==> config.mk <==
export PLATFORM = sky130hd
export DESIGN_NAME = printf_integer_formatter_unit
export DESIGN_NICKNAME = d
export VERILOG_FILES = /design/src/design/pif_pkg.sv /design/src/design/pif_front.sv /design/src/design/pif_queue.sv /design/src/design/pif_back.sv /design/src/design/printf_integer_formatter_unit.sv
export SDC_FILE = /design/constraint.sdc
export NUM_CORES = 1
export LEC_CHECK = 0
export BUFFER_PORTS_ARGS = -buffer_cell sky130_fd_sc_hd__clkbuf_2
export CELL_PAD_IN_SITES_DETAIL_PLACEMENT = 0
export CELL_PAD_IN_SITES_GLOBAL_PLACEMENT = 1
export CORE_MARGIN = 3
export CORE_UTILIZATION = 45
export CTS_CLUSTER_SIZE = 25
export DETAILED_ROUTE_END_ITERATION = 8
export PLACE_DENSITY_LB_ADDON = 0.1
export SETUP_SLACK_MARGIN = 0.2
export SYNTH_ARGS = -nofsm -noshare
export SYNTH_HDL_FRONTEND = slang
export SYNTH_SLANG_ARGS = --single-unit
==> constraint.sdc <==
create_clock -name clock -period 13.9 [get_ports clock]
set_clock_uncertainty 0.15 [all_clocks]
set_input_delay 2.78 -clock clock [delete_from_list [all_inputs] [get_ports clock]]
set_output_delay 2.78 -clock clock [all_outputs]
set_load 0.01 [all_outputs]
==> src/design/pif_pkg.sv <==
// Shared types and constants for the printf integer formatter.
`default_nettype none

package pif_pkg;

   localparam int MAX_WIDTH_DEFAULT   = 32;
   localparam int QUEUE_DEPTH_DEFAULT = 2;

   // Octal of a 64-bit value needs the most digits.
   localparam int NUM_DIGITS = 22;
   localparam int DIGIT_BITS = NUM_DIGITS * 4;
   localparam int DIGIT_IDX_BITS = $clog2(NUM_DIGITS);
   localparam int VALUE_BITS = 64;

   localparam logic [2:0] FUNC_SDEC    = 3'd0;
   localparam logic [2:0] FUNC_UDEC    = 3'd1;
   localparam logic [2:0] FUNC_OCT     = 3'd2;
   localparam logic [2:0] FUNC_HEX     = 3'd3;
   localparam logic [2:0] FUNC_CHAR    = 3'd4;
   localparam logic [2:0] FUNC_PERCENT = 3'd5;

   localparam logic [7:0] CHAR_ZERO    = 8'h30;
   localparam logic [7:0] CHAR_SPACE   = 8'h20;
   localparam logic [7:0] CHAR_X       = 8'h78;
   localparam logic [7:0] CHAR_MINUS   = 8'h2d;
   localparam logic [7:0] CHAR_PERCENT = 8'h25;
   localparam logic [7:0] CHAR_LOWER_A = 8'h61;

   typedef enum logic [1:0] {
      KIND_SINGLE,
      KIND_DEC,
      KIND_OCT,
      KIND_HEX
   } kind_type;

   // Field width after prefix reduction, may go down to -2.
   typedef logic signed [6:0] width_type;

   typedef struct packed {
      kind_type              kind;
      logic [VALUE_BITS-1:0] mag;
      logic                  neg;
      logic [1:0]            prefix_len;
      width_type             width;
      logic [7:0]            pad_ch;
      logic [7:0]            single_ch;
   } job_type;

endpackage

`default_nettype wire

==> src/design/pif_front.sv <==
// Front end: accepts a conversion request and turns it into a job for the back end.
`default_nettype none

module pif_front #(
   parameter int MAX_WIDTH = pif_pkg::MAX_WIDTH_DEFAULT
) (
   input  wire logic             req_valid,
   output logic                  req_stall,
   input  wire logic [2:0]       req_func,
   input  wire logic [63:0]      req_value,
   input  wire logic [1:0]       req_size_class,
   input  wire logic [5:0]       req_min_width,
   input  wire logic             req_zero_pad,
   input  wire logic             req_alternate,
   output logic                  push_valid,
   output pif_pkg::job_type      push_job,
   input  wire logic             push_ready
);

   logic [63:0] zext;
   logic [63:0] sext;
   logic [5:0]  width_sat;
   logic        keep;

   always_comb begin
      if (req_size_class == 2'd0) begin
         zext = {32'd0, req_value[31:0]};
         sext = {{32{req_value[31]}}, req_value[31:0]};
      end else begin
         zext = req_value;
         sext = req_value;
      end

      width_sat = (req_min_width > 6'(MAX_WIDTH)) ? 6'(MAX_WIDTH) : req_min_width;

      keep                = 1'b1;
      push_job.kind       = pif_pkg::KIND_SINGLE;
      push_job.mag        = zext;
      push_job.neg        = 1'b0;
      push_job.prefix_len = 2'd0;
      push_job.width      = pif_pkg::width_type'({1'b0, width_sat});
      push_job.pad_ch     = req_zero_pad ? pif_pkg::CHAR_ZERO : pif_pkg::CHAR_SPACE;
      push_job.single_ch  = req_value[7:0];

      unique case (req_func)
         pif_pkg::FUNC_SDEC: begin
            push_job.kind = pif_pkg::KIND_DEC;
            push_job.neg  = sext[63];
            push_job.mag  = sext[63] ? (64'd0 - sext) : sext;
         end
         pif_pkg::FUNC_UDEC: begin
            push_job.kind = pif_pkg::KIND_DEC;
         end
         pif_pkg::FUNC_OCT: begin
            push_job.kind = pif_pkg::KIND_OCT;
            push_job.mag  = sext;
            if (req_alternate) begin
               push_job.prefix_len = 2'd1;
               push_job.width = pif_pkg::width_type'({1'b0, width_sat})
                                - pif_pkg::width_type'(1);
            end
         end
         pif_pkg::FUNC_HEX: begin
            push_job.kind = pif_pkg::KIND_HEX;
            if (req_alternate) begin
               push_job.prefix_len = 2'd2;
               push_job.width = pif_pkg::width_type'({1'b0, width_sat})
                                - pif_pkg::width_type'(2);
            end
         end
         pif_pkg::FUNC_CHAR: begin
            push_job.kind = pif_pkg::KIND_SINGLE;
         end
         pif_pkg::FUNC_PERCENT: begin
            push_job.kind      = pif_pkg::KIND_SINGLE;
            push_job.single_ch = pif_pkg::CHAR_PERCENT;
         end
         default: begin
            // Unused kinds: take the transaction and drop it.
            keep = 1'b0;
         end
      endcase

      push_valid = req_valid && keep;
      req_stall  = !push_ready;
   end

endmodule

`default_nettype wire

==> src/design/pif_queue.sv <==
// Short job queue between the front end and the back end.
`default_nettype none

module pif_queue #(
   parameter int DEPTH = pif_pkg::QUEUE_DEPTH_DEFAULT
) (
   input  wire logic              clock,
   input  wire logic              reset,
   input  wire logic              push_valid,
   input  wire pif_pkg::job_type  push_job,
   output logic                   push_ready,
   output logic                   pop_valid,
   output pif_pkg::job_type       pop_job,
   input  wire logic              pop
);

   localparam int PTR_BITS = $clog2(DEPTH);
   localparam int CNT_BITS = $clog2(DEPTH + 1);

   pif_pkg::job_type    entries_ff [DEPTH];
   logic [PTR_BITS-1:0] wr_ptr_ff, wr_ptr_in;
   logic [PTR_BITS-1:0] rd_ptr_ff, rd_ptr_in;
   logic [CNT_BITS-1:0] count_ff, count_in;
   logic                push_fire;
   logic                pop_fire;

   assign push_ready = (count_ff != CNT_BITS'(DEPTH));
   assign pop_valid  = (count_ff != '0);
   assign pop_job    = entries_ff[rd_ptr_ff];
   assign push_fire  = push_valid && push_ready;
   assign pop_fire   = pop && pop_valid;

   always_comb begin
      wr_ptr_in = wr_ptr_ff;
      rd_ptr_in = rd_ptr_ff;
      count_in  = count_ff;
      if (push_fire) begin
         wr_ptr_in = (wr_ptr_ff == PTR_BITS'(DEPTH - 1)) ? '0 : wr_ptr_ff + 1'b1;
      end
      if (pop_fire) begin
         rd_ptr_in = (rd_ptr_ff == PTR_BITS'(DEPTH - 1)) ? '0 : rd_ptr_ff + 1'b1;
      end
      if (push_fire && !pop_fire) begin
         count_in = count_ff + 1'b1;
      end else if (pop_fire && !push_fire) begin
         count_in = count_ff - 1'b1;
      end
   end

   always_ff @(posedge clock) begin
      if (reset) begin
         wr_ptr_ff <= '0;
         rd_ptr_ff <= '0;
         count_ff  <= '0;
      end else begin
         wr_ptr_ff <= wr_ptr_in;
         rd_ptr_ff <= rd_ptr_in;
         count_ff  <= count_in;
      end
   end

   always_ff @(posedge clock) begin
      if (push_fire) begin
         entries_ff[wr_ptr_ff] <= push_job;
      end
   end

   a_count_bound: assert property (@(posedge clock) disable iff (reset)
      count_ff <= CNT_BITS'(DEPTH))
      else $error("queue count above depth");

   a_push_grows: assert property (@(posedge clock) disable iff (reset)
      push_fire && !pop_fire |=> count_ff == $past(count_ff) + 1'b1)
      else $error("queue count did not grow on push");

endmodule

`default_nettype wire

==> src/design/pif_back.sv <==
// Back end: digit generation, digit count, and character emission.
`default_nettype none

module pif_back (
   input  wire logic              clock,
   input  wire logic              reset,
   input  wire logic              pop_valid,
   input  wire pif_pkg::job_type  pop_job,
   output logic                   pop,
   output logic                   rsp_valid,
   input  wire logic              rsp_stall,
   output logic [7:0]             rsp_ch,
   output logic                   rsp_last
);

   localparam int DB = pif_pkg::DIGIT_BITS;
   localparam int IB = pif_pkg::DIGIT_IDX_BITS;
   localparam int VB = pif_pkg::VALUE_BITS;
   // Two binary bits go into the BCD digits on every step.
   localparam int CONV_STEPS = VB / 2;
   localparam int STEP_BITS  = $clog2(CONV_STEPS);

   typedef enum logic [3:0] {
      ST_IDLE,
      ST_CONVERT,
      ST_COUNT,
      ST_PLAN,
      ST_PREFIX,
      ST_PAD,
      ST_SIGN,
      ST_DIGITS,
      ST_SINGLE
   } state_type;

   function automatic logic [7:0] digit_char(input logic [3:0] d);
      if (d < 4'd10) begin
         return pif_pkg::CHAR_ZERO + {4'd0, d};
      end else begin
         return pif_pkg::CHAR_LOWER_A + {4'd0, d} - 8'd10;
      end
   endfunction

   state_type           state_ff, state_in;
   pif_pkg::kind_type   kind_ff, kind_in;
   logic                neg_ff, neg_in;
   logic [1:0]          prefix_left_ff, prefix_left_in;
   pif_pkg::width_type  width_ff, width_in;
   logic [7:0]          pad_ch_ff, pad_ch_in;
   logic [7:0]          single_ch_ff, single_ch_in;
   logic [DB-1:0]       digits_ff, digits_in;
   logic [VB-1:0]       bin_ff, bin_in;
   logic [STEP_BITS-1:0] step_ff, step_in;
   logic [IB-1:0]       ndig_ff, ndig_in;
   logic [IB-1:0]       idx_ff, idx_in;
   logic [5:0]          pad_left_ff, pad_left_in;
   logic                rsp_valid_ff, rsp_valid_in;
   logic [7:0]          rsp_ch_ff, rsp_ch_in;
   logic                rsp_last_ff, rsp_last_in;

   logic                out_free;
   logic [DB-1:0]       dd_digits;
   logic [VB-1:0]       dd_bin;
   logic [DB-1:0]       oct_digits;
   logic [IB-1:0]       lead;
   pif_pkg::width_type  ndig_w;
   logic                pad_need;
   logic [3:0]          nib;

   assign rsp_valid = rsp_valid_ff;
   assign rsp_ch    = rsp_ch_ff;
   assign rsp_last  = rsp_last_ff;

   // Double dabble, two bits per step.
   always_comb begin
      dd_digits = digits_ff;
      dd_bin    = bin_ff;
      for (int s = 0; s < 2; s++) begin
         for (int i = 0; i < pif_pkg::NUM_DIGITS; i++) begin
            if (dd_digits[4*i +: 4] >= 4'd5) begin
               dd_digits[4*i +: 4] = dd_digits[4*i +: 4] + 4'd3;
            end
         end
         dd_digits = {dd_digits[DB-2:0], dd_bin[VB-1]};
         dd_bin    = {dd_bin[VB-2:0], 1'b0};
      end
   end

   always_comb begin
      for (int i = 0; i < pif_pkg::NUM_DIGITS; i++) begin
         oct_digits[4*i +: 4] = {1'b0, 3'(({2'b00, pop_job.mag} >> (3*i)))};
      end
   end

   // Highest nonzero digit; zero still counts as one digit.
   always_comb begin
      lead = '0;
      for (int i = 1; i < pif_pkg::NUM_DIGITS; i++) begin
         if (digits_ff[4*i +: 4] != 4'd0) begin
            lead = IB'(i);
         end
      end
   end

   assign ndig_w   = pif_pkg::width_type'({2'b00, ndig_ff});
   assign pad_need = (width_ff > ndig_w);
   assign nib      = digits_ff[{idx_ff, 2'b00} +: 4];
   assign out_free = !rsp_valid_ff || !rsp_stall;

   always_comb begin
      state_in       = state_ff;
      kind_in        = kind_ff;
      neg_in         = neg_ff;
      prefix_left_in = prefix_left_ff;
      width_in       = width_ff;
      pad_ch_in      = pad_ch_ff;
      single_ch_in   = single_ch_ff;
      digits_in      = digits_ff;
      bin_in         = bin_ff;
      step_in        = step_ff;
      ndig_in        = ndig_ff;
      idx_in         = idx_ff;
      pad_left_in    = pad_left_ff;
      rsp_valid_in   = rsp_valid_ff;
      rsp_ch_in      = rsp_ch_ff;
      rsp_last_in    = rsp_last_ff;
      pop            = 1'b0;

      if (rsp_valid_ff && !rsp_stall) begin
         rsp_valid_in = 1'b0;
      end

      unique case (state_ff)
         ST_IDLE: begin
            if (pop_valid) begin
               pop            = 1'b1;
               kind_in        = pop_job.kind;
               neg_in         = pop_job.neg;
               prefix_left_in = pop_job.prefix_len;
               width_in       = pop_job.width;
               pad_ch_in      = pop_job.pad_ch;
               single_ch_in   = pop_job.single_ch;
               bin_in         = pop_job.mag;
               step_in        = '0;
               unique case (pop_job.kind)
                  pif_pkg::KIND_SINGLE: begin
                     state_in = ST_SINGLE;
                  end
                  pif_pkg::KIND_DEC: begin
                     digits_in = '0;
                     state_in  = ST_CONVERT;
                  end
                  pif_pkg::KIND_OCT: begin
                     digits_in = oct_digits;
                     state_in  = ST_COUNT;
                  end
                  pif_pkg::KIND_HEX: begin
                     digits_in = {(DB-VB)'(0), pop_job.mag};
                     state_in  = ST_COUNT;
                  end
               endcase
            end
         end
         ST_CONVERT: begin
            digits_in = dd_digits;
            bin_in    = dd_bin;
            step_in   = step_ff + 1'b1;
            if (step_ff == STEP_BITS'(CONV_STEPS - 1)) begin
               state_in = ST_COUNT;
            end
         end
         ST_COUNT: begin
            ndig_in  = lead + 1'b1;
            idx_in   = lead;
            state_in = ST_PLAN;
         end
         ST_PLAN: begin
            pad_left_in = pad_need ? 6'(width_ff - ndig_w) : 6'd0;
            if (prefix_left_ff != 2'd0) begin
               state_in = ST_PREFIX;
            end else if (pad_need) begin
               state_in = ST_PAD;
            end else if (neg_ff) begin
               state_in = ST_SIGN;
            end else begin
               state_in = ST_DIGITS;
            end
         end
         ST_PREFIX: begin
            if (out_free) begin
               rsp_valid_in   = 1'b1;
               rsp_last_in    = 1'b0;
               rsp_ch_in      = (prefix_left_ff == 2'd1 && kind_ff == pif_pkg::KIND_HEX)
                                ? pif_pkg::CHAR_X : pif_pkg::CHAR_ZERO;
               prefix_left_in = prefix_left_ff - 1'b1;
               if (prefix_left_ff == 2'd1) begin
                  if (pad_left_ff != 6'd0) begin
                     state_in = ST_PAD;
                  end else if (neg_ff) begin
                     state_in = ST_SIGN;
                  end else begin
                     state_in = ST_DIGITS;
                  end
               end
            end
         end
         ST_PAD: begin
            if (out_free) begin
               rsp_valid_in = 1'b1;
               rsp_last_in  = 1'b0;
               rsp_ch_in    = pad_ch_ff;
               pad_left_in  = pad_left_ff - 1'b1;
               if (pad_left_ff == 6'd1) begin
                  state_in = neg_ff ? ST_SIGN : ST_DIGITS;
               end
            end
         end
         ST_SIGN: begin
            if (out_free) begin
               rsp_valid_in = 1'b1;
               rsp_last_in  = 1'b0;
               rsp_ch_in    = pif_pkg::CHAR_MINUS;
               state_in     = ST_DIGITS;
            end
         end
         ST_DIGITS: begin
            if (out_free) begin
               rsp_valid_in = 1'b1;
               rsp_ch_in    = digit_char(nib);
               rsp_last_in  = (idx_ff == '0);
               if (idx_ff == '0) begin
                  state_in = ST_IDLE;
               end else begin
                  idx_in = idx_ff - 1'b1;
               end
            end
         end
         ST_SINGLE: begin
            if (out_free) begin
               rsp_valid_in = 1'b1;
               rsp_last_in  = 1'b1;
               rsp_ch_in    = single_ch_ff;
               state_in     = ST_IDLE;
            end
         end
         default: begin
            state_in = ST_IDLE;
         end
      endcase
   end

   always_ff @(posedge clock) begin
      if (reset) begin
         state_ff     <= ST_IDLE;
         rsp_valid_ff <= 1'b0;
      end else begin
         state_ff     <= state_in;
         rsp_valid_ff <= rsp_valid_in;
      end
      kind_ff        <= kind_in;
      neg_ff         <= neg_in;
      prefix_left_ff <= prefix_left_in;
      width_ff       <= width_in;
      pad_ch_ff      <= pad_ch_in;
      single_ch_ff   <= single_ch_in;
      digits_ff      <= digits_in;
      bin_ff         <= bin_in;
      step_ff        <= step_in;
      ndig_ff        <= ndig_in;
      idx_ff         <= idx_in;
      pad_left_ff    <= pad_left_in;
      rsp_ch_ff      <= rsp_ch_in;
      rsp_last_ff    <= rsp_last_in;
   end

   a_pop_leaves_idle: assert property (@(posedge clock) disable iff (reset)
      pop |=> state_ff != ST_IDLE)
      else $error("job taken but back end stayed idle");

   a_digit_index: assert property (@(posedge clock) disable iff (reset)
      state_ff == ST_DIGITS |-> idx_ff < ndig_ff)
      else $error("digit index beyond digit count");

   a_pad_nonzero: assert property (@(posedge clock) disable iff (reset)
      state_ff == ST_PAD |-> pad_left_ff != 6'd0)
      else $error("pad state entered with nothing to pad");

endmodule

`default_nettype wire

==> src/design/printf_integer_formatter_unit.sv <==
// Top level of the printf integer formatter: front end, job queue, back end.
//
// Usage: each req_ transaction carries one parsed conversion (kind, 64-bit
// value, size class, field width, zero-pad and alternate flags). The rsp_
// channel returns the resulting ASCII characters one per transaction, with
// rsp_last marking the final character of each conversion. Kinds six and
// seven are accepted and produce no characters.
// Operation: the front end classifies in the accept cycle and
// writes a job queue of QUEUE_DEPTH entries. The back end works on one job
// at a time: it takes the job in ST_IDLE, runs two-bit double dabble steps
// in ST_CONVERT for decimal kinds (none for octal, hex, char and percent),
// counts digits in ST_COUNT and plans padding in ST_PLAN (both skipped for
// char and percent), then emits one character per cycle while rsp_stall
// is low.
// Reset clears the queue and the back end; no clearing pass is needed.
// When the receiver raises rsp_stall, the character held in the output
// register waits, the back end stops, and once the queue fills req_stall
// rises.
`default_nettype none

module printf_integer_formatter_unit #(
   parameter int MAX_WIDTH   = pif_pkg::MAX_WIDTH_DEFAULT,
   parameter int QUEUE_DEPTH = pif_pkg::QUEUE_DEPTH_DEFAULT
) (
   input  wire logic        clock,
   input  wire logic        reset,
   input  wire logic        req_valid,
   output logic             req_stall,
   input  wire logic [2:0]  req_func,
   input  wire logic [63:0] req_value,
   input  wire logic [1:0]  req_size_class,
   input  wire logic [5:0]  req_min_width,
   input  wire logic        req_zero_pad,
   input  wire logic        req_alternate,
   output logic             rsp_valid,
   input  wire logic        rsp_stall,
   output logic [7:0]       rsp_ch,
   output logic             rsp_last
);

   logic             push_valid;
   logic             push_ready;
   pif_pkg::job_type push_job;
   logic             pop_valid;
   logic             pop;
   pif_pkg::job_type pop_job;

   pif_front #(
      .MAX_WIDTH (MAX_WIDTH)
   ) u_front (
      .req_valid       (req_valid),
      .req_stall       (req_stall),
      .req_func        (req_func),
      .req_value       (req_value),
      .req_size_class  (req_size_class),
      .req_min_width   (req_min_width),
      .req_zero_pad    (req_zero_pad),
      .req_alternate   (req_alternate),
      .push_valid      (push_valid),
      .push_job        (push_job),
      .push_ready      (push_ready)
   );

   pif_queue #(
      .DEPTH (QUEUE_DEPTH)
   ) u_queue (
      .clock      (clock),
      .reset      (reset),
      .push_valid (push_valid),
      .push_job   (push_job),
      .push_ready (push_ready),
      .pop_valid  (pop_valid),
      .pop_job    (pop_job),
      .pop        (pop)
   );

   pif_back u_back (
      .clock     (clock),
      .reset     (reset),
      .pop_valid (pop_valid),
      .pop_job   (pop_job),
      .pop       (pop),
      .rsp_valid (rsp_valid),
      .rsp_stall (rsp_stall),
      .rsp_ch    (rsp_ch),
      .rsp_last  (rsp_last)
   );

endmodule

`default_nettype wire
# After elaboration in Yosys (flattened, before gate mapping)

Memory sizes are Yosys's and may differ from the RTL's. A register that Yosys moved wholly into a read port is not among the register bits.
Cells that the tools add are included.

Output and inout port bits: 11
Memories: 1
Bits of input ports: 81
Word-level logic and storage cells: 360
RAM bits: 178
Flip-flop bits (word level): 219

Memories:

| memory             | depth | width | rd ports | clocked after Yosys merged registers in | write ports | line            | RTL |
|---|---|---|---|---|---|---|---|
| u_queue.entries_ff | 2     | 89    | 1        | 1                                       | 1           | pif_queue.sv:20 | `pif_pkg::job_type entries_ff [DEPTH];` |

Shifts and indexed selects: 1
Multiplexer cells: 135
Reduce and logical (&&, ||, !) cells: 63
Order comparisons: 47
Eq/ne operators: 34
Add/sub/neg operators: 60

Operators with widths:

| cell                                                                   | number |
|---|---|
| 88-bit case mux with 3 select lines                                    | 1 |
| 64-bit two-way mux                                                     | 4 |
| 64-bit case mux with 2 select lines                                    | 2 |
| 4-bit two-way mux                                                      | 63 |
| 4-bit by 3-bit >= comparator with 1-bit output (second input constant) | 44 |
| 88-bit case mux with 2 select lines                                    | 1 |
| 4-bit by 2-bit adder with 4-bit output (second input constant)         | 42 |
| 88-bit two-way mux                                                     | 1 |
| 88-bit by 8-bit variable part select with 4-bit output                 | 1 |
| 4-bit nonzero test                                                     | 21 |
| 8-bit two-way mux                                                      | 8 |
| 1-bit by 64-bit subtractor with 64-bit output (first input constant)   | 1 |
| 5-bit two-way mux                                                      | 10 |
| 8-bit case mux with 5 select lines                                     | 1 |
| 4-bit case mux with 9 select lines                                     | 1 |
| 2-bit by 1-bit != test with 1-bit output (second input constant)       | 10 |
| 5-bit case mux with 2 select lines                                     | 2 |
| 1-bit two-way mux                                                      | 18 |
| 3-bit two-way mux                                                      | 6 |
| 6-bit two-way mux                                                      | 3 |
| 9-bit case mux with 2 select lines                                     | 1 |
| 4-bit by 3-bit equality test with 1-bit output (second input constant) | 4 |
| 2-bit nonzero test                                                     | 7 |
| 2-bit two-way mux                                                      | 6 |
| other kinds (54)                                                       | 82 |

# Logic depth before layout (Yosys ltp)

Gate-level depths: netlist of run 1.

Depth in word-level cells: 23
Gate-level depth with buffers: 12
Mapped depth without buffers: 12

# By module

Synthesis of run 1 repeated with hierarchy kept, for this count alone.

Cells, all modules: 2279
Area, all modules: 24399.7 um^2

Modules (own cells, without submodules):

| module    | area an instance (um^2) | times used | seq. area each (um^2) | cells each |
|---|---|---|---|---|
| pif_back  | 15172.1                 | 1          | 6406.1                | 1599 |
| pif_queue | 6886.6                  | 1          | 5625.4                | 310 |
| pif_front | 2341.0                  | 1          | 0.0                   | 370 |

# Worst setup path before layout of run 1

No wires, ideal clock.

Path type: reg2reg
Start point: register (tool-made name)
End point: register u_back.digits_ff[0] (enable)
Setup slack: 4.397 ns
Arrival time: 8.698 ns
Stages on the path, launching flop included: 11
Path buffers: 5
Library setup time: 0.656 ns
Cells stage by stage: dfxtp_1 -> clkbuf_1 -> buf_1 -> clkbuf_1 -> buf_1 -> mux2i_1 -> inv_1 -> ha_1 -> clkbuf_1 -> nor2_1 -> o21ai_0

RTL lines:

| element              | line            | RTL |
|---|---|---|
| to (signal assigned) | pif_back.sv:265 | `digits_ff <= digits_in;` |
| to (decl)            | pif_back.sv:50  | `logic [DB-1:0] digits_ff, digits_in;` |

==> summary.md, run 1 <==
| Metric | Value |
|---|---|
| Row count | 82 |
| Mapped Cells | roughly 2.2k |
| I/O Pins | 92 |
| Met3 wire length | between 3 and 4 mm |
| Clock buffer depth | 3 |
| Ant diodes | 0 |
| Final Setup Violations | 0 |
| Final Hold Vio Count | 0 |
| Sequential cell area fraction in the yosys report | 48.8% |
| Fin nets | approximately 2.5k |
| Post-CTS Resized | 0 |
| Proportion of layout cells with a drive suffix above 1 | 12.6% |
| Top cell type's share of synthesized area | a little under half |
| Worst Path Max Fanout | 6 |
| Hold_buf cts | 0 |
| Post-CTS setup buffers | 0 |
| Top cells by area, synth | edfxtp_1, ha_1, mux2i_1 |
| Synthesized area per cell | around 11 sq um |
| Fillers | between 4k and 5k |
| WL final | between 60 and 70 mm |
| DIE AREA | ~0.055 sq mm |
| Pleak | between 9 and 10 nW |
| Reg2Reg Capture Point | u_back.digits_ff[56] |
| Min Hold Slack | about 360 ps |
| Register bit total from synthesis | roughly 380 |
| # DRC | 0 |
| WHS Path Cells | 2 |
| Critical path class | in2reg |
| First-pass iteration count of the detailed router | 5 |
| P per Cell Area | 239 mW/mm^2 |
| Inserted Clock Buffers | 44 |
| Post-synth cell types | 76 |
| HP Class | reg2reg |
| Post-DP HPWL | 46.5 mm |
| Nature of the critical path startpoint | input port |
| First-pass GRT wire length | between 90 and 100 mm |
| Chip Width | 234 microns |
| Status | finished clean |
| Vias in the first global route | ~16k |
| Total GRT Usage | between 20% and 30% |
| Final slew viol count | 0 |
| Ys Warns | 0 |
| Synthesis-to-layout area growth | 10.8% |
| EDFF count, synth | 373 |
| Rel. slew slack | 16.9% |
| RSZ-0062 raised after global routing | false |
| CTS sink count | between 300 and 400 |
| Die boundary height | ~230 microns |
| Highest routed layer | met4 |
| Setup TNS | 0 ps |
| CTS H-tree lvls | 2 |
| Final Cycle Share | between 30% and 40% |
| Slew of the pin with the lowest slew margin | ~1200 ps |
| Iter 0 DRT Violations | 1,426 |
| R2R Setup Slk | 9650 ps |
| Initial core utilization | 46.1% |
| Wl on met1 | between 30 and 40 mm |
| Register clock-pin slew on the reported worst setup and hold paths | about 60 ps |
| Via Count | roughly 17k |
| WL/cell | roughly 22 microns |
| Clk root buf | clkbuf_16 |
| Max Cap Viol | 0 |
| Area leader, netlist | edfxtp_1 |
| Worst path arrival time | ~5400 ps |
| WL met2 | 28.0 mm |
| Fmax | ~190 MHz |
| Grt ovf | 0 |
| CTS tree | built |
| Vias per std cell | a little under 6 |
| Crit. End Element | flip-flop |
| Clk Latency, worst-skew pair | between 500 and 600 ps |
| Routability cong. | 0.895 |
| Mapped Area | about 0.023 sq mm |
| CP Data Required Time | around 14,000 ps |
| Worst vdd ir | approximately 0.12 mV |
| Hold Startpoint | u_queue.rd_ptr_ff |
| Most used DFF post-synth | edfxtp_1 |
| Minimum clock period | about 5200 ps |
| FFs w/ async S/R, synth | 0% |
| Largest net degree at the start of global routing | 70 |
| Syn_nets | about 2.4k |
| IO buf count | 91 |
| Core area | ~0.051 sq mm |
| Initial antenna violation count | 1 |
| Worst R2R Path Depth | 7 |
| Antenna violation net count after detailed routing | 0 |
==> placed cells by master, fill, tap and decap left out, types with 37 or more instances in the layout <==
| cell | count |
|---|---|
| ha_1 | 122 |
| o21ai_0 | 141 |
| nor3b_1 | 55 |
| inv_1 | 126 |
| clkbuf_16 | 44 |
| mux2i_1 | 97 |
| a21oi_1 | 157 |
| nor3_1 | 37 |
| clkbuf_2 | 91 |
| nand2b_1 | 42 |
| nand2_1 | 121 |
| nand3_1 | 46 |
| edfxtp_1 | 373 |
| mux2_2 | 75 |
| nor2_1 | 222 |
| xnor2_1 | 78 |
==> cell usage after synthesis (7+ instances only) <==
cell	n
edfxtp_1	373
nor2_1	223
a21oi_1	157
o21ai_0	142
inv_1	126
nand2_1	123
ha_1	122
mux2i_1	97
xnor2_1	78
clkbuf_1	77
mux2_2	75
nor3b_1	55
nand3_1	46
nand2b_1	42
nor2b_1	37
nor3_1	37
o221ai_1	28
a21o_1	20
a211oi_1	19
and3_1	18
o21a_1	18
buf_1	17
mux4_2	17
a31oi_1	15
and2_1	15
xor2_1	15
a22oi_1	13
o31ai_1	13
or3_1	13
a221oi_1	10
a311oi_1	10
dfxtp_1	10
o211ai_1	9
o41ai_1	9
or4_1	9
nor4_1	8
nand3b_1	7
o22ai_1	7
==> where the power goes <==
part	internal (mW)	switching, mW
clock network	0.656	0.482
logic	1.20	1.72
registers	1.82	0.314
total	3.67	2.52
==> critical path, stage by stage <==
cell and delay (ps):
clkbuf_2 90, inv_1 90, ha_1 200, nand2b_1 100
nor4b_1 620, nand4_1 510, nor2_1 440, o21ai_1 170
a221oi_1 290, a21oi_1 90
==> cell families (layout without fill, tap and decap cells) <==
logic type	count (synthesis)	count (layout)	share of synthesized area [%]
flip-flops	383	383	48.8
AND/OR/NAND/NOR	661	661	14.2
XOR/XNOR	93	93	3.49
AO/OA/AOI/OAI	514	514	13.8
buffers and inverters	226	317	3.66
multiplexers	190	190	9.46
adder cells (fa/ha/maj)	123	123	6.62
==> state kept, by name, summed over array words and instances, names as in the netlist, named ones only <==
signal,cells
u_back.bin_ff,64
u_back.digits_ff,88
u_back.idx_ff,5
u_back.kind_ff,2
u_back.ndig_ff,5
u_back.neg_ff,1
u_back.pad_ch_ff,1
u_back.pad_left_ff,6
u_back.prefix_left_ff,2
u_back.rsp_ch,8
u_back.rsp_last,1
u_back.rsp_valid,1
u_back.single_ch_ff,8
u_back.state_ff,4
u_back.step_ff,5
u_back.width_ff,7
u_queue.count_ff,2
u_queue.entries_ff,170
u_queue.rd_ptr_ff,1
u_queue.wr_ptr_ff,1
==> layout make-up <==
| type | instances | area, sq um | area share, % |
|---|---|---|---|
| Tap cell | 672 | 841 | 3.25 |
| Clock buffer | 58 | 1170 | 4.54 |
| Inverter | 127 | 477 | 1.84 |
| Clock inverter | 21 | 233 | 0.900 |
| Multi-Input combinational cell | 1581 | 11100 | 43.0 |
| Timing Repair Buffer | 111 | 606 | 2.34 |
| Sequential cell | 383 | 11400 | 44.1 |
==> worst max-delay path by stage <==
stage,to,depth (start not counted),startpoint,slack [ps]
6_report,u_queue.entries_ff[1][65],10,req_value[1],8660
5_1_grt,u_queue.entries_ff[0][77],10,req_value[1],8450
4_1_cts,u_queue.entries_ff[0][74],9,req_value[27],8690
3_5_place_dp,u_queue.entries_ff[0][74],9,req_value[28],8090
3_3_place_gp,u_queue.entries_ff[0][74],9,req_value[28],8120
2_1_floorplan,u_back.digits_ff[0],10,flip-flop,4400
==> metrics by stage <==
step	power (mW)	utilization, %	cell area [sq um]	cells	worst slack, ps
2_1_floorplan	4.27	-	23400	2190	4400
3_3_place_gp	4.97	48.3	24500	2874	8120
3_5_place_dp	5.05	48.3	24500	2874	8090
4_1_cts	6.21	51.0	25900	2953	8690
5_1_grt	6.64	51.0	25900	2953	8450
6_report	6.19	51.0	25900	2953	8660
==> metal layers <==
| metal | vias to the layer above | global-route usage, % |
|---|---|---|
| met5 | - | 0 |
| met4 | 0 | 5.28 |
| met3 | 81 | 3.22 |
| met2 | 462 | 34.9 |
| met1 | 8436 | 36.1 |
| li1 | 8227 | - |
Note: power is estimated with default switching activity, not from simulation.
==> inputs of run 2 (changes only) <==
--- a/config.mk
+++ b/config.mk
@@ -5,11 +5,12 @@
 export SDC_FILE = /design/constraint.sdc
 export NUM_CORES = 1
 export LEC_CHECK = 0
+export ABC_AREA = 1
 export BUFFER_PORTS_ARGS = -buffer_cell sky130_fd_sc_hd__clkbuf_2
 export CELL_PAD_IN_SITES_DETAIL_PLACEMENT = 0
 export CELL_PAD_IN_SITES_GLOBAL_PLACEMENT = 1
 export CORE_MARGIN = 3
-export CORE_UTILIZATION = 45
+export CORE_UTILIZATION = 44
 export CTS_CLUSTER_SIZE = 25
 export DETAILED_ROUTE_END_ITERATION = 8
 export PLACE_DENSITY_LB_ADDON = 0.1
==> constraint.sdc (replaced) <==
create_clock -name clock -period 4.64 [get_ports clock]
set_clock_uncertainty 0.15 [all_clocks]
set_input_delay 0.928 -clock clock [delete_from_list [all_inputs] [get_ports clock]]
set_output_delay 0.928 -clock clock [all_outputs]
set_load 0.01 [all_outputs]
==> run 2 against run 1 <==
Via count is 13% higher; clock power grew to 3.1 times the previous value; non-clock buffer count is 3 higher; sequential share of layout area is 1.4 points lower; worst setup slack worse by 7500 ps; largest cell class unchanged; highest routed layer unchanged; global-route usage is 0.92 points higher; critical path depth is 1 higher; utilization is 0.94 points lower; worst hold slack worse by 60 ps; sequential power grew to 2.9 times the previous value; wire length is 9.1% higher.
==> summary.md, run 2 <==
| Metric | Value |
|---|---|
| Slew of the pin with the lowest slew margin | 1100 ps |
| Leading cell type in the layout, fill and taps excluded | nand2_1 |
| Top-count cell post-synth | nand2_1 |
| Vias per std cell | 5.49 |
| Largest net degree at the start of global routing | between 100 and 150 |
| Proportion of layout cells with a drive suffix above 1 | just over 10% |
| Post-CTS Resized | 0 |
| HP Class | reg2reg |
| Final Cycle Share | 76.0% |
| CTS H-tree lvls | 2 |
| Commonest cells post-synth | nand2_1, inv_1, edfxtp_1 |
| Final Setup Violations | 0 |
| Sequential cell area fraction in the yosys report | between 40% and 50% |
| Ys Warns | 0 |
| Clk root buf | clkbuf_16 |
| Area leader, netlist | edfxtp_1 |
| Register bit total from synthesis | 383 |
| First-pass GRT wire length | around 110 mm |
| Origin of the critical flop-to-flop path | u_back.idx_ff[1] |
| EDFF count, synth | approximately 370 |
| Crit path launch | req_size_class[1] |
| Clock buffer depth | 3 |
| Initial core utilization | 45.1% |
| Top cells by area, synth | edfxtp_1, nand2_1, ha_1 |
| Worst path arrival time | 3770 ps |
| FFs w/ async S/R, synth | 0% |
| Ant diodes | 0 |
| Final slew viol count | 0 |
| P per Cell Area | around 710 mW/mm^2 |
| CTS tree | built |
| RSZ-0062 raised after global routing | false |
| Largest register FFs | 170 |
| IO buf count | between 90 and 100 |
| Synthesis-to-layout area growth | 11.2% |
| Pleak | around 11 nW |
| # DRC | 0 |
| Routability cong. | between 0.8 and 0.9 |
| Core area | 0.0533 sq mm |
| Post-CTS setup buffers | 0 |
| WL/cell | between 15 and 20 microns |
| Final Hold Vio Count | 0 |
| Most frequent cells in the layout | nand2_1, inv_1, edfxtp_1 |
| Die boundary height | between 200 and 250 microns |
| Total GRT Usage | between 20% and 30% |
| Biggest register | u_queue.entries_ff |
| Worst Path Max Fanout | 24 |
| Rel. slew slack | 26.2% |
| I/O Pins | 92 |
| CTS sink count | approximately 380 |
| Antenna violation net count after detailed routing | 0 |
| Status | finished clean |
| Hold Startpoint | u_queue.rd_ptr_ff |
| Clk Latency, worst-skew pair | 580 ps |
| Row count | 84 |
| Grt ovf | 0 |
| Largest regs | u_queue.entries_ff x170, u_back.digits_ff x88, u_back.bin_ff x64 |
| Syn_nets | approximately 3.0k |
| Top cell type's share of synthesized area | between 40 and 50% |
| DIE AREA | around 0.057 sq mm |
| Iter 0 DRT Violations | between 1.5k and 2k |
| Mapped Area | ~0.024 sq mm |
| Critical path class | in2reg |
| Synthesized area per cell | 8.71 sq um |
| Fin nets | 3,033 |
| Final design utilization | about 50% |
| Worst vdd ir | around 0.31 mV |
| Hold_buf cts | 0 |
| Mapped Cells | 2,758 |
| Setup TNS | 0 ps |
| Post-DP HPWL | 51.7 mm |
| Register clock-pin slew on the reported worst setup and hold paths | about 60 ps |
| Nature of the critical path startpoint | input port |
| Fmax | 284 MHz |
| WL final | approximately 70 mm |
| Chip Width | between 200 and 250 microns |
| First-pass iteration count of the detailed router | 7 |
| Crit. End Element | flip-flop |
| Inserted Clock Buffers | 44 |
| Most used DFF post-synth | edfxtp_1 |
| Initial antenna violation count | 0 |
| Vias in the first global route | about 19k |
| Via Count | approximately 20k |
| Minimum clock period | 3530 ps |
| CP Data Required Time | about 4900 ps |
| Max Cap Viol | 0 |
| Post-synth cell types | between 50 and 60 |
run 2: cell types whose count changed in the layout (fill, tap and decap cells not counted), sizes merged, moves of 42 or more:
cell,previous run,this run
mux2,76,0
or2,6,63
nand3,46,115
xor2,15,82
nand2b,42,0
o21ai,147,267
xnor2,78,12
inv,128,392
nor3b,55,1
nand2,123,563
mux2i,97,26
o211ai,9,51
run 2: kinds of logic (layout without fill, tap and decap cells):
family          after synthesis  after routing  synth area share (%)
buf+inv                     479            584                  7.70
compound gates              643            643                  15.8
mux                          26             26                  1.08
simple gates               1010           1010                  18.1
flops                       383            383                  47.5
xor+xnor                     94             94                  3.43
fa+ha+maj                   123            123                  6.44
run 2: final timing paths:
kind                               endpoint  slack (ps)  cells past startpoint
setup / recovery  u_queue.entries_ff[1][46]        1110                     11
hold / removal                    flip-flop         300                      1
setup reg to reg           u_back.rsp_ch[1]        1200                     10
hold reg to reg                   flip-flop         300                      1
run 2: worst max-delay path: stages:
cell and delay, ps:
clkbuf_2 100, nor2_4 270, inv_4 170, nor2_4 330
inv_2 270, nand2_1 170, inv_2 140, nor2_2 410
inv_1 410, o21ai_0 320, xor2_1 240
run 2: area by class of cell:
cell class,count,area [sq um]
Fill cell,5117,26600
Multi-Input combinational cell,1896,10800
Tap cell,688,861
Sequential cell,383,11400
Timing Repair Buffer,114,716
Clock buffer,55,1160
Inverter,390,1470
Clock inverter,25,284
run 2: metrics by stage:
step / hold slack, ps / power, mW / std cells / area, sq um / setup slack (ps)
floorplan: 275 / 12.6 / 2758 / 24000 / 312
global placement: 273 / 15.2 / 3471 / 25200 / 655
detailed placement: 287 / 15.4 / 3471 / 25200 / 540
CTS: 302 / 19.0 / 3551 / 26700 / 1150
global route: 326 / 20.6 / 3551 / 26700 / 949
finish: 299 / 19.0 / 3551 / 26700 / 1110
run 2: power breakdown:
| part | internal, mW | switching (mW) | total (mW) |
|---|---|---|---|
| Clock | 2.07 | 1.44 | 3.51 |
| Sequential | 5.48 | 0.755 | 6.24 |
| Combinational | 2.85 | 6.40 | 9.25 |
| Total | 10.4 | 8.60 | 19.0 |
run 2: per-layer routing:
| layer | share of wire, % | global-route usage, % | up-vias |
|---|---|---|---|
| met1 | 49 | 36.8 | 9278 |
| met3 | 5.3 | 2.75 | 96 |
| met2 | 43 | 36.9 | 518 |
| li1 | - | - | 9590 |
| met4 | 2.6 | 6.51 | 0 |
| met5 | 0 | 0 | - |
